[src/rtl/sud_pkg.sv]
// Shared types and constants for the pipelined divider.
`default_nettype none
package sud_pkg;

	// Width of the data ports, fixed by the interface.
	localparam int FIELD_W = 64;

	// Division modes carried on func.
	localparam logic FUNC_UNSIGNED = 1'b0;
	localparam logic FUNC_SIGNED   = 1'b1;

	// Control that travels down the pipe with each beat.
	typedef struct packed {
		logic valid;
		logic neg_q;  // negate the quotient at the end
		logic neg_r;  // negate the remainder at the end
		logic dzero;  // divisor was zero
	} ctl_t;

endpackage
`default_nettype wire

[src/rtl/sud_step.sv]
// One restoring-division step: shift in a dividend bit, trial subtract, keep or restore.
`default_nettype none
module sud_step #(
	parameter int W = 64
) (
	input  wire               clk,
	input  wire               arst_n,
	input  sud_pkg::ctl_t     ctl_in,
	input  wire  [W-1:0]      rem_in,
	input  wire  [W-1:0]      nq_in,
	input  wire  [W-1:0]      den_in,
	output sud_pkg::ctl_t     ctl_s2,
	output logic [W-1:0]      rem_s2,
	output logic [W-1:0]      nq_s2,
	output logic [W-1:0]      den_s2
);

	logic         carry;
	logic [W-1:0] shifted;
	logic [W+1:0] diff;
	logic         take;
	logic         valid_s2;
	logic         neg_q_s2;
	logic         neg_r_s2;
	logic         dzero_s2;

	// nq holds unconsumed dividend bits on top and quotient bits on the bottom
	assign carry   = rem_in[W-1];
	assign shifted = {rem_in[W-2:0], nq_in[W-1]};
	assign diff    = {1'b0, carry, shifted} - {2'b00, den_in};
	assign take    = ~diff[W+1];

	// member order: valid, neg_q, neg_r, dzero
	assign ctl_s2 = {valid_s2, neg_q_s2, neg_r_s2, dzero_s2};

	always_ff @(posedge clk or negedge arst_n) begin
		if (!arst_n) begin
			valid_s2 <= 1'b0;
		end else begin
			valid_s2 <= ctl_in.valid;
		end
	end

	always_ff @(posedge clk) begin
		neg_q_s2 <= ctl_in.neg_q;
		neg_r_s2 <= ctl_in.neg_r;
		dzero_s2 <= ctl_in.dzero;
		rem_s2   <= take ? diff[W-1:0] : shifted;
		nq_s2    <= {nq_in[W-2:0], take};
		den_s2   <= den_in;
	end

endmodule
`default_nettype wire

[config.mk]
export PLATFORM = sky130hd
export DESIGN_NAME = sud_step
export DESIGN_NICKNAME = d
export VERILOG_FILES = /design/src/rtl/sud_pkg.sv /design/src/rtl/sud_step.sv
export SDC_FILE = /design/constraint.sdc
export NUM_CORES = 1
export LEC_CHECK = 0
export BUFFER_PORTS_ARGS = -buffer_cell sky130_fd_sc_hd__buf_2
export CORE_AREA = 2 2 154 156
export DETAILED_ROUTE_END_ITERATION = 8
export DIE_AREA = 0 0 156 158
export PLACE_DENSITY = 0.63
export SLEW_MARGIN = 20
export SYNTH_ARGS = -nofsm -noshare
export SYNTH_HDL_FRONTEND = slang
export SYNTH_SLANG_ARGS = --single-unit
[constraint.sdc]
create_clock -name clk -period 1.6 [get_ports clk]
set_clock_uncertainty 0.15 [all_clocks]
set_input_delay 0.24 -clock clk [delete_from_list [all_inputs] [get_ports clk]]
set_output_delay 0.24 -clock clk [all_outputs]
set_load 0.02 [all_outputs]
==> results.json <==
{
  "grt_use_met3_pct": 4.87,
  "place_hpwl_um": 23700,
  "die_area_um2": 24600,
  "rsz0062_at_grt": "true",
  "grt_max_degree": 23,
  "placed_cells": 1837,
  "syn_inst": 943,
  "critPathKind": "primary input to flop",
  "synth_largest_area_cell": "dfxtp_1",
  "coreArea_um2": 23100,
  "drv_slew": 0,
  "cts_inserted_buffers": 17,
  "final_common_cell": "buf_2",
  "syn-num-nets": 1206,
  "ir_drop_mv": 0.616,
  "min_to": "den_s2[0]",
  "clock.fmax_mhz": 360,
  "wirelength_um": 35800,
  "yosysSeqAreaShare_pct": 45.9,
  "post-route-util_pct": 71.6,
  "synth_flop_cell": "dfxtp_1",
  "area_growth_pct": 93.0,
  "pwr-share-seq_pct": 35.6,
  "relSlewSlack_pct": 76.5,
  "power.internal_mw": 10.3,
  "rows": 56,
  "ys_seq_elements": 196,
  "whs_ns": -0.233,
  "cp_slowest_cell": "a221o_2",
  "grt_use_met2_pct": 51.1,
  "startpoint_type": "primary input",
  "clockPowerShare_pct": 28.5,
  "layout_common_cells": "buf_2, buf_4, dfxtp_1, dlygate4sd3_1, a21oi_1",
  "chipWidth_um": 156,
  "synth-edff-count": 0,
  "violations": "negative hold slack, negative setup slack",
  "use_met1_pct": 29.3,
  "p_comb_share_pct": 35.9,
  "clk_pin_slew_worst_paths_ns": 0.08,
  "path_max_fanout": 7,
  "setup_slack_ns": -1.18,
  "dr.pass1.iters": 5,
  "cts-root-buf": "clkbuf_16",
  "portBuffers": 393,
  "ios": 394,
  "grt-ovfl-total": 0,
  "synthTopCellsByArea": "dfxtp_1, ha_1, a21oi_1",
  "clock_sinks": 196,
  "post-route-drc-count": 0,
  "power_density_nw_per_um2": 943,
  "dp_slack_ns": -1.70,
  "slowest_delay_ns": 0.38,
  "finalSetupViolations": 65,
  "hold_path_class": "primary input to flop",
  "die_h_um": 158,
  "dr_total_vias": 10100,
  "grtUsageTotal_pct": 27.1,
  "cp.arrival_ns": 2.96,
  "crit_family": "compound AO/OA/AOI/OAI gates",
  "htree_num_levels": 4,
  "hold_viol_final": 3,
  "post-route-min-period_ns": 2.78,
  "worst_slew_pin_slew_ns": 0.351,
  "syn_area_um2": 8560,
  "end_kind": "flop",
  "swShare_pct": 34.2,
  "place_congestion": 0.887,
  "grt_pass1_vias": 10400,
  "antenna_found_initial": 2,
  "min_period_over_period_pct": 174,
  "synth_cell_types": 61,
  "drtIter0Drc": 491,
  "layout.nets": 2043,
  "holdPathStages": 1,
  "power_switching_mw": 5.32,
  "path_cells": "buf_6, inv_12, ha_4, a21oi_4, o21ai_2, a21o_1, a221o_2, a31oi_4, o41ai_4, a211oi_2, o31ai_4, buf_12, buf_12, buf_16, buf_6, nor2_4, a21oi_2",
  "drive_above_1_share_pct": 48.0,
  "grt_pass1_wl_um": 52000,
  "ant_nets": 0,
  "viasPerCell": 4.85,
  "cts.path.max_buffers": 2,
  "hold_start": "den_in[0]",
  "status": "finished with violations",
  "busiest_layer": "met2",
  "cp.required_ns": 1.78,
  "p_leak_nw": 8.06,
  "async_reset_ff_share_pct": 0.510,
  "drv_cap": 0,
  "yosys.area.top_type_share_pct": 45.6,
  "power_mw": 15.6,
  "fin_cells": 2085,
  "cts_tree": "done",
  "cp_num_buf_inv": 6,
  "synth.avg_cell_area_um2": 9.07,
  "wl_per_cell_um": 17.2,
  "initial_core_util_pct": 37.1,
  "yosys_warnings": 0
}
synthesized netlist by cell type (all sizes together), types with 3 or more instances:
| library cell | instances |
|---|---|
| dfxtp | 195 |
| a21oi | 133 |
| nor2 | 96 |
| inv | 86 |
| nand2 | 71 |
| ha | 64 |
| o21ai | 31 |
| xnor2 | 31 |
| a21o | 26 |
| xor2 | 26 |
| buf | 19 |
| o21bai | 13 |
| clkbuf | 12 |
| mux2 | 12 |
| nand3 | 12 |
| nand4 | 12 |
| a31oi | 11 |
| a211oi | 9 |
| o211ai | 7 |
| o21a | 7 |
| and3 | 6 |
| nor2b | 5 |
| a31o | 4 |
| nor3 | 4 |
| o221ai | 4 |
| or3 | 4 |
| a221oi | 3 |
| and2 | 3 |
worst max-delay path by stage:
stage,slack (ns),cells past startpoint,start,to
6_report,-1.18,17,den_in[10],rem_s2[55]
5_1_grt,-1.24,17,den_in[2],rem_s2[55]
3_5_place_dp,-1.70,16,nq_in[63],rem_s2[58]
3_3_place_gp,-1.63,16,nq_in[63],rem_s2[62]
2_1_floorplan,-1.28,13,den_in[10],rem_s2[12]
4_1_cts,-1.13,17,den_in[2],rem_s2[5]
cell type report:
class                           instances  area (um2)
Clock buffer                           18         429
Fill cell                            1621        6540
Clock inverter                         14         173
Sequential cell                       196        3930
Inverter                               86         348
Timing Repair Buffer                  849        6230
Multi-Input combinational cell        630        5040
Antenna cell                            2        5.00
Tap cell                              290         363
metrics by stage:
step	area, um2	setup TNS, ns
3_5_place_dp	12900	-103.23
6_report	16500	-71.17
3_3_place_gp	12900	-100.17
2_1_floorplan	8910	-78.50
5_1_grt	16500	-75.29
4_1_cts	16100	-67.43
routing by layer:
layer / share of wire (%) / up-vias
met2: 52 / 355
li1: - / 4921
met1: 39 / 4736
met5: 0.036 / -
met4: 4.1 / 2
met3: 4.9 / 90
flip-flops by register name, summed over array words and instances, names as in the netlist:
name / count
neg_r_s2: 1
rem_s2: 64
valid_s2: 1
dzero_s2: 1
den_s2: 64
neg_q_s2: 1
nq_s2: 64
repair_timing:
| action | CTS | global route |
|---|---|---|
| setup buffers | 14 | 4 |
| endpoints found under the setup margin | 65 | 65 |
| cloned | 7 | 1 |
| gates resized for setup | 125 | 82 |
| pin swaps | 36 | 30 |
| hold buffers | 188 | 3 |
| hold endpoints to repair | 190 | 5 |
logic make-up after synthesis:
group	Yosys count	share of synthesized area [%]
adder cells (fa/ha/maj)	65	9.59
multiplexers	14	1.81
flip-flops	196	45.9
XOR/XNOR	57	5.83
AO/OA/AOI/OAI	268	19.6
buffers and inverters	117	5.70
AND/OR/NAND/NOR	226	11.6
power by group through the flow:
stage	clock, mW	sequential (mW)	combinational, mW
floorplan	0	6.33	1.83
global placement	0	5.65	4.49
detailed placement	0	5.65	4.52
CTS	4.49	5.54	5.33
global route	4.70	5.59	5.96
finish	4.43	5.55	5.59
No activity file was read; power rests on OpenSTA's default activity.
