### src/rtl/sud_pkg.sv
// Shared types and constants for the pipelined divider.
`default_nettype none
package sud_pkg;

	// Width of the data ports, fixed by the interface.
	localparam int FIELD_W = 64;

	// Division modes carried on func.
	localparam logic FUNC_UNSIGNED = 1'b0;
	localparam logic FUNC_SIGNED   = 1'b1;

	// Control that travels down the pipe with each beat.
	typedef struct packed {
		logic valid;
		logic neg_q;  // negate the quotient at the end
		logic neg_r;  // negate the remainder at the end
		logic dzero;  // divisor was zero
	} ctl_t;

endpackage
`default_nettype wire

### src/rtl/sud_prep.sv
// Entry stage: operand magnitudes, sign flags and zero-divisor detect.
`default_nettype none
module sud_prep #(
	parameter int W = 64
) (
	input  wire               clk,
	input  wire               arst_n,
	input  wire               accept,
	input  wire               func,
	input  wire  [W-1:0]      dividend,
	input  wire  [W-1:0]      divisor,
	output sud_pkg::ctl_t     ctl_s1,
	output logic [W-1:0]      nq_s1,
	output logic [W-1:0]      den_s1
);

	logic         is_signed;
	logic         neg_n;
	logic         neg_d;
	logic [W-1:0] mag_n;
	logic [W-1:0] mag_d;
	logic         valid_s1;
	logic         neg_q_s1;
	logic         neg_r_s1;
	logic         dzero_s1;

	assign is_signed = (func == sud_pkg::FUNC_SIGNED);
	assign neg_n     = is_signed & dividend[W-1];
	assign neg_d     = is_signed & divisor[W-1];
	assign mag_n     = neg_n ? (~dividend + W'(1)) : dividend;
	assign mag_d     = neg_d ? (~divisor + W'(1)) : divisor;

	// member order: valid, neg_q, neg_r, dzero
	assign ctl_s1 = {valid_s1, neg_q_s1, neg_r_s1, dzero_s1};

	always_ff @(posedge clk or negedge arst_n) begin
		if (!arst_n) begin
			valid_s1 <= 1'b0;
		end else begin
			valid_s1 <= accept;
		end
	end

	always_ff @(posedge clk) begin
		neg_q_s1 <= neg_n ^ neg_d;
		neg_r_s1 <= neg_n;
		dzero_s1 <= (divisor == '0);
		nq_s1    <= mag_n;
		den_s1   <= mag_d;
	end

endmodule
`default_nettype wire

### config.mk
export PLATFORM = sky130hd
export DESIGN_NAME = sud_prep
export DESIGN_NICKNAME = d
export VERILOG_FILES = /design/src/rtl/sud_pkg.sv /design/src/rtl/sud_prep.sv
export SDC_FILE = /design/constraint.sdc
export NUM_CORES = 1
export LEC_CHECK = 0
export BUFFER_PORTS_ARGS = -buffer_cell sky130_fd_sc_hd__clkbuf_2
export CORE_UTILIZATION = 42
export CTS_CLUSTER_SIZE = 30
export DETAILED_ROUTE_END_ITERATION = 7
export GPL_ROUTABILITY_DRIVEN = 0
export PLACE_DENSITY_LB_ADDON = 0.15
export SLEW_MARGIN = 20
export SYNTH_ARGS = -nofsm -noshare
export SYNTH_HDL_FRONTEND = slang
export SYNTH_SLANG_ARGS = --single-unit
### constraint.sdc
create_clock -name clk -period 0.8 [get_ports clk]
set_input_delay 0.16 -clock clk [delete_from_list [all_inputs] [get_ports clk]]
set_output_delay 0.16 -clock clk [all_outputs]
set_load 0.01 [all_outputs]
==> impl_metrics.py, run 1 <==
metrics = {
    "logic_synthesis": {
        "syn-num-nets": 727,
        "synth.top_cells.by_count": "dfxtp_1 (131), xor2_1 (73), nor2_1 (50), xnor2_1 (50), a21oi_1 (47)",
        "ys.flop_type": "dfxtp_1",
        "avgSynthCellArea_sq_um": 9.497,
        "ys_seq_area_share_pct": 47.01,
        "synth_warnings": 0,
        "ys_types": 42,
        "synthArstFlopShare_pct": 0.7576,
        "post-synth-top-area-cell": "dfxtp_1",
        "synth_edf_count": 0,
        "ys_ff_latch": 132,
        "synth_area_sq_um": 5632,
        "synth.most_common_cell": "dfxtp_1",
        "synth_top_area_share_pct": 46.57,
        "synth_area_leaders": "dfxtp_1 (47%), xor2_1 (11%), xnor2_1 (7.8%)",
        "syn_inst": 593,
    },
    "run_status": {
        "outcome": "aborted with a tool error",
        "flow.stopped_at": "global routing",
        "tool.error": "[ERROR GRT-0232] Routing congestion too high. Check the congestion heatmap in the GUI.",
    },
    "clocking": {
        "clockBufferDepth": 2,
        "htreeDepth": 4,
        "clockRootBuffer": "clkbuf_16",
        "numCtsBuffers": 17,
        "cts_sinks": 132,
    },
    "floorplan": {
        "start_util_pct": 43.91,
        "row_count": 41,
        "ios": 264,
        "dieHeight_um": 117.8,
        "die_w_um": 117.8,
    },
    "global_route": {
        "grt_start_max_net_pins": 35,
        "grt-ovfl-total": 426,
        "track_usage_pct": 85.11,
    },
    "sta": {
        "worstEpCategory": "sequential cell input",
        "postGrtWorstEndpoint": "den_s1[57]$_DFF_P_/D",
    },
    "placement": {
        "portBuffers": 263,
        "dp_hpwl_um": 14850,
    },
}
[repair_timing]
action,4_1_cts
cloned,1
gates resized for setup,176
endpoints found under the hold margin,11
pin swaps,58
hold buffers,11
endpoints found under the setup margin,247
setup buffers,38
[kinds of logic after synthesis]
| kind of cell | Yosys count | share of synthesized area (%) |
|---|---|---|
| simple gates | 187 | 18.35 |
| compound gates | 109 | 11.80 |
| xor+xnor | 123 | 19.13 |
| buf+inv | 40 | 3.266 |
| fa+ha+maj | 2 | 0.4443 |
| flops | 132 | 47.01 |
[through the flow]
step	cell area, sq um	setup slack, ns	std cells	TNS [ns]
4_1_cts	11150	-0.9900	1304	-103.86
3_5_place_dp	9427	-1.435	1225	-125.53
2_1_floorplan	6379	-1.315	593	-97.64
3_3_place_gp	9427	-1.388	1225	-120.92
[routing by layer]
layer,track usage (%),GRT overflow
met3,62.55,4
met1,82.28,1
met4,98.72,119
met5,6.985,0
met2,107.2,302
==> run 2, diff against run 1 <==
--- a/config.mk
+++ b/config.mk
@@ -6,8 +6,7 @@
 export NUM_CORES = 1
 export LEC_CHECK = 0
 export BUFFER_PORTS_ARGS = -buffer_cell sky130_fd_sc_hd__clkbuf_2
-export CORE_UTILIZATION = 42
-export CTS_CLUSTER_SIZE = 30
+export CORE_UTILIZATION = 35
 export DETAILED_ROUTE_END_ITERATION = 7
 export GPL_ROUTABILITY_DRIVEN = 0
 export PLACE_DENSITY_LB_ADDON = 0.15
==> constraint.sdc (replaced) <==
create_clock -name clk -period 1 [get_ports clk]
set_input_delay 0.2 -clock clk [delete_from_list [all_inputs] [get_ports clk]]
set_output_delay 0.2 -clock clk [all_outputs]
set_load 0.01 [all_outputs]
==> run 2 against run 1 <==
Net effect: area after synthesis unchanged; the flow now finishes, with violations (negative setup slack); synthesized cell count unchanged.
==> impl_metrics.py, run 2 <==
metrics = {
    "run_status": {
        "outcome": "finished, violations left",
        "failed_checks": "negative setup slack",
    },
    "sta": {
        "max_freq_mhz": 566.7,
        "setup_tns_ns": -61.63,
        "slew_viol_final": 0,
        "min_period_over_period_pct": 176.5,
        "relSlewSlack_pct": 70.91,
        "worst_pin_slew_ns": 0.4330,
        "hold_violations": 0,
        "rsz0062_at_grt": "true",
        "setup_ws_ns": -0.7647,
        "finalSetupViolCount": 246,
        "finalCriticalPeriod_ns": 1.765,
    },
    "power_and_ir_drop": {
        "p_per_area_nw_per_um2": 1391,
        "totalPowerFinal_mw": 16.55,
        "ir_worst_vdd_mv": 1.211,
        "leakage_nw": 5.373,
    },
    "global_route": {
        "grt_pass1_vias": 6332,
        "grt_pass1_wl_um": 30460,
        "antenna_found_initial": 0,
        "grt_start_max_net_pins": 29,
        "grt-ovfl-total": 0,
        "track_usage_pct": 23.70,
    },
    "clocking": {
        "htreeDepth": 4,
        "cts_tree": "built",
        "numCtsBuffers": 17,
        "clockBufferDepth": 2,
        "clockRootBuffer": "clkbuf_16",
        "clk_pin_slew_ns": 0.06,
        "cts_sinks": 132,
    },
    "finish": {
        "stdcell_area_sq_um": 11900,
        "syn_to_final_growth_pct": 111.3,
        "finalNonFillerCells": 1333,
        "drive_gt1_share_pct": 69.02,
        "mostFrequentLayoutCells": "buf_4 (204), clkbuf_2 (116), buf_6 (108)",
        "nets": 1239,
        "largestRegisters": "den_s1: 64 flops, nq_s1: 64 flops",
        "final_common_cell": "buf_4",
        "fin_util_pct": 75.44,
        "antenna_cells": 0,
    },
    "routing": {
        "ant_nets": 0,
        "wl_met1_um": 8527,
        "wl_per_cell_um": 16.38,
        "vias": 6457,
        "dr_wl_met3_um": 1340,
        "drt_wl_total_um": 21840,
        "post_drt_via_cell_ratio": 4.844,
        "drt_first_pass_iters": 4,
        "highest_layer": "met4",
        "wl_met2_um": 11520,
        "drt_iter0_drc": 218,
        "remaining_drc_errors": 0,
    },
    "placement": {
        "dpl_cell_area_sq_um": 9320,
        "placed_cells": 1251,
        "portBuffers": 263,
        "dp_hpwl_um": 14640,
    },
    "floorplan": {
        "start_util_pct": 35.71,
        "ios": 264,
        "dieHeight_um": 128.9,
        "dieArea_sq_um": 16600,
        "row_count": 46,
        "die_w_um": 128.9,
        "core_sq_um": 15770,
    },
    "logic_synthesis": {
        "post-synth-top-area-cell": "dfxtp_1",
        "ys_seq_area_share_pct": 47.01,
        "ys_types": 42,
        "synth_area_leaders": "dfxtp_1 (47%), xor2_1 (11%), xnor2_1 (7.8%)",
        "synth_warnings": 0,
        "ys_ff_latch": 132,
        "synth_top_area_share_pct": 46.57,
        "synth_area_sq_um": 5632,
        "synth_edf_count": 0,
        "avgSynthCellArea_sq_um": 9.497,
        "syn-num-nets": 727,
        "synthArstFlopShare_pct": 0.7576,
        "synth.top_cells.by_count": "dfxtp_1 (131), xor2_1 (73), nor2_1 (50), xnor2_1 (50), a21oi_1 (47)",
        "syn_inst": 593,
        "synth.most_common_cell": "dfxtp_1",
        "ys.flop_type": "dfxtp_1",
    },
    "setup_path": {
        "cp_max_fo": 8,
        "cp_top_family": "simple AND/OR/NAND/NOR gates",
        "end_kind": "flop",
        "critical_path_buf_inv_count": 3,
        "worstPathCellList": "buf_6 -> or4_4 -> or4_4 -> nor4_4 -> buf_4 -> buf_12 -> a31oi_1 -> xor2_1",
        "cp.arrival_ns": 2.06,
        "crit_top_cell": "or4_4",
        "worstSetupPathType": "input port to flop",
        "worstPathRequired_ns": 1.29,
        "crit_path_top_delay_cell": "or4_4",
        "cpPeakStageDelay_ns": 0.53,
        "start_kind": "input port",
    },
    "worst_hold_path": {
        "hp-class": "input port to flop",
    },
    "run": {
        "maxCapViolCount": 0,
    },
}
-- run 2: cell counts after synthesis --
No cell type changed its count.
-- run 2: power by group --
| group | switching (mW) | internal, mW | total [mW] |
|---|---|---|---|
| logic | 1.57 | 1.95 | 3.52 |
| registers | 0.234 | 5.89 | 6.12 |
| clock network | 2.31 | 4.60 | 6.91 |
-- run 2: area by class of cell --
type,count,area (sq um)
multi-input combinational,421,3984
timing repair buffer,517,4180
sequential,132,2746
fill,1067,3872
tap,216,270.3
clock inverter,9,175.2
clock buffer,22,474.2
inverter,16,67.56
-- run 2: repair_timing --
item,CTS,global route
resized for setup,151,335
gates cloned,0,1
pin swaps,40,49
setup buffers,29,20
setup endpoints to repair,243,245
hold buffers,7,0
hold endpoints to repair,7,0
-- run 2: kinds of logic after synthesis --
family	Yosys count	share of synthesized area, %
AO/OA/AOI/OAI	109	11.80
XOR/XNOR	123	19.13
adder cells (fa/ha/maj)	2	0.4443
buffers and inverters	40	3.266
flip-flops	132	47.01
AND/OR/NAND/NOR	187	18.35
-- run 2: metal layers --
layer / vias to the layer above / global-route usage [%]
li1: 3123 / -
met1: 3076 / 26.59
met2: 221 / 42.54
met3: 37 / 6.611
met4: 0 / 8.997
met5: - / 0
-- run 2: through the flow --
stage,setup slack [ns],hold WS [ns]
after global routing,-0.8059,0.01488
after CTS,-0.7245,0.005479
after global placement,-1.246,-0.02443
after floorplan,-1.155,-0.09559
after detailed placement,-1.263,-0.02295
final,-0.7647,0.01768
-- run 2: final timing paths --
kind,startpoint,endpoint,slack (ns),cells past startpoint
worst max-delay path,divisor[14],den_s1[62]$_DFF_P_,-0.76,8
max in group asynchronous,arst_n,valid_s1$_DFF_PN0_,0.83,2
worst min-delay path,dividend[62],nq_s1[62]$_DFF_P_,0.02,2
min in group asynchronous,arst_n,valid_s1$_DFF_PN0_,0.09,2
Note: power is estimated with default switching activity, not from simulation.
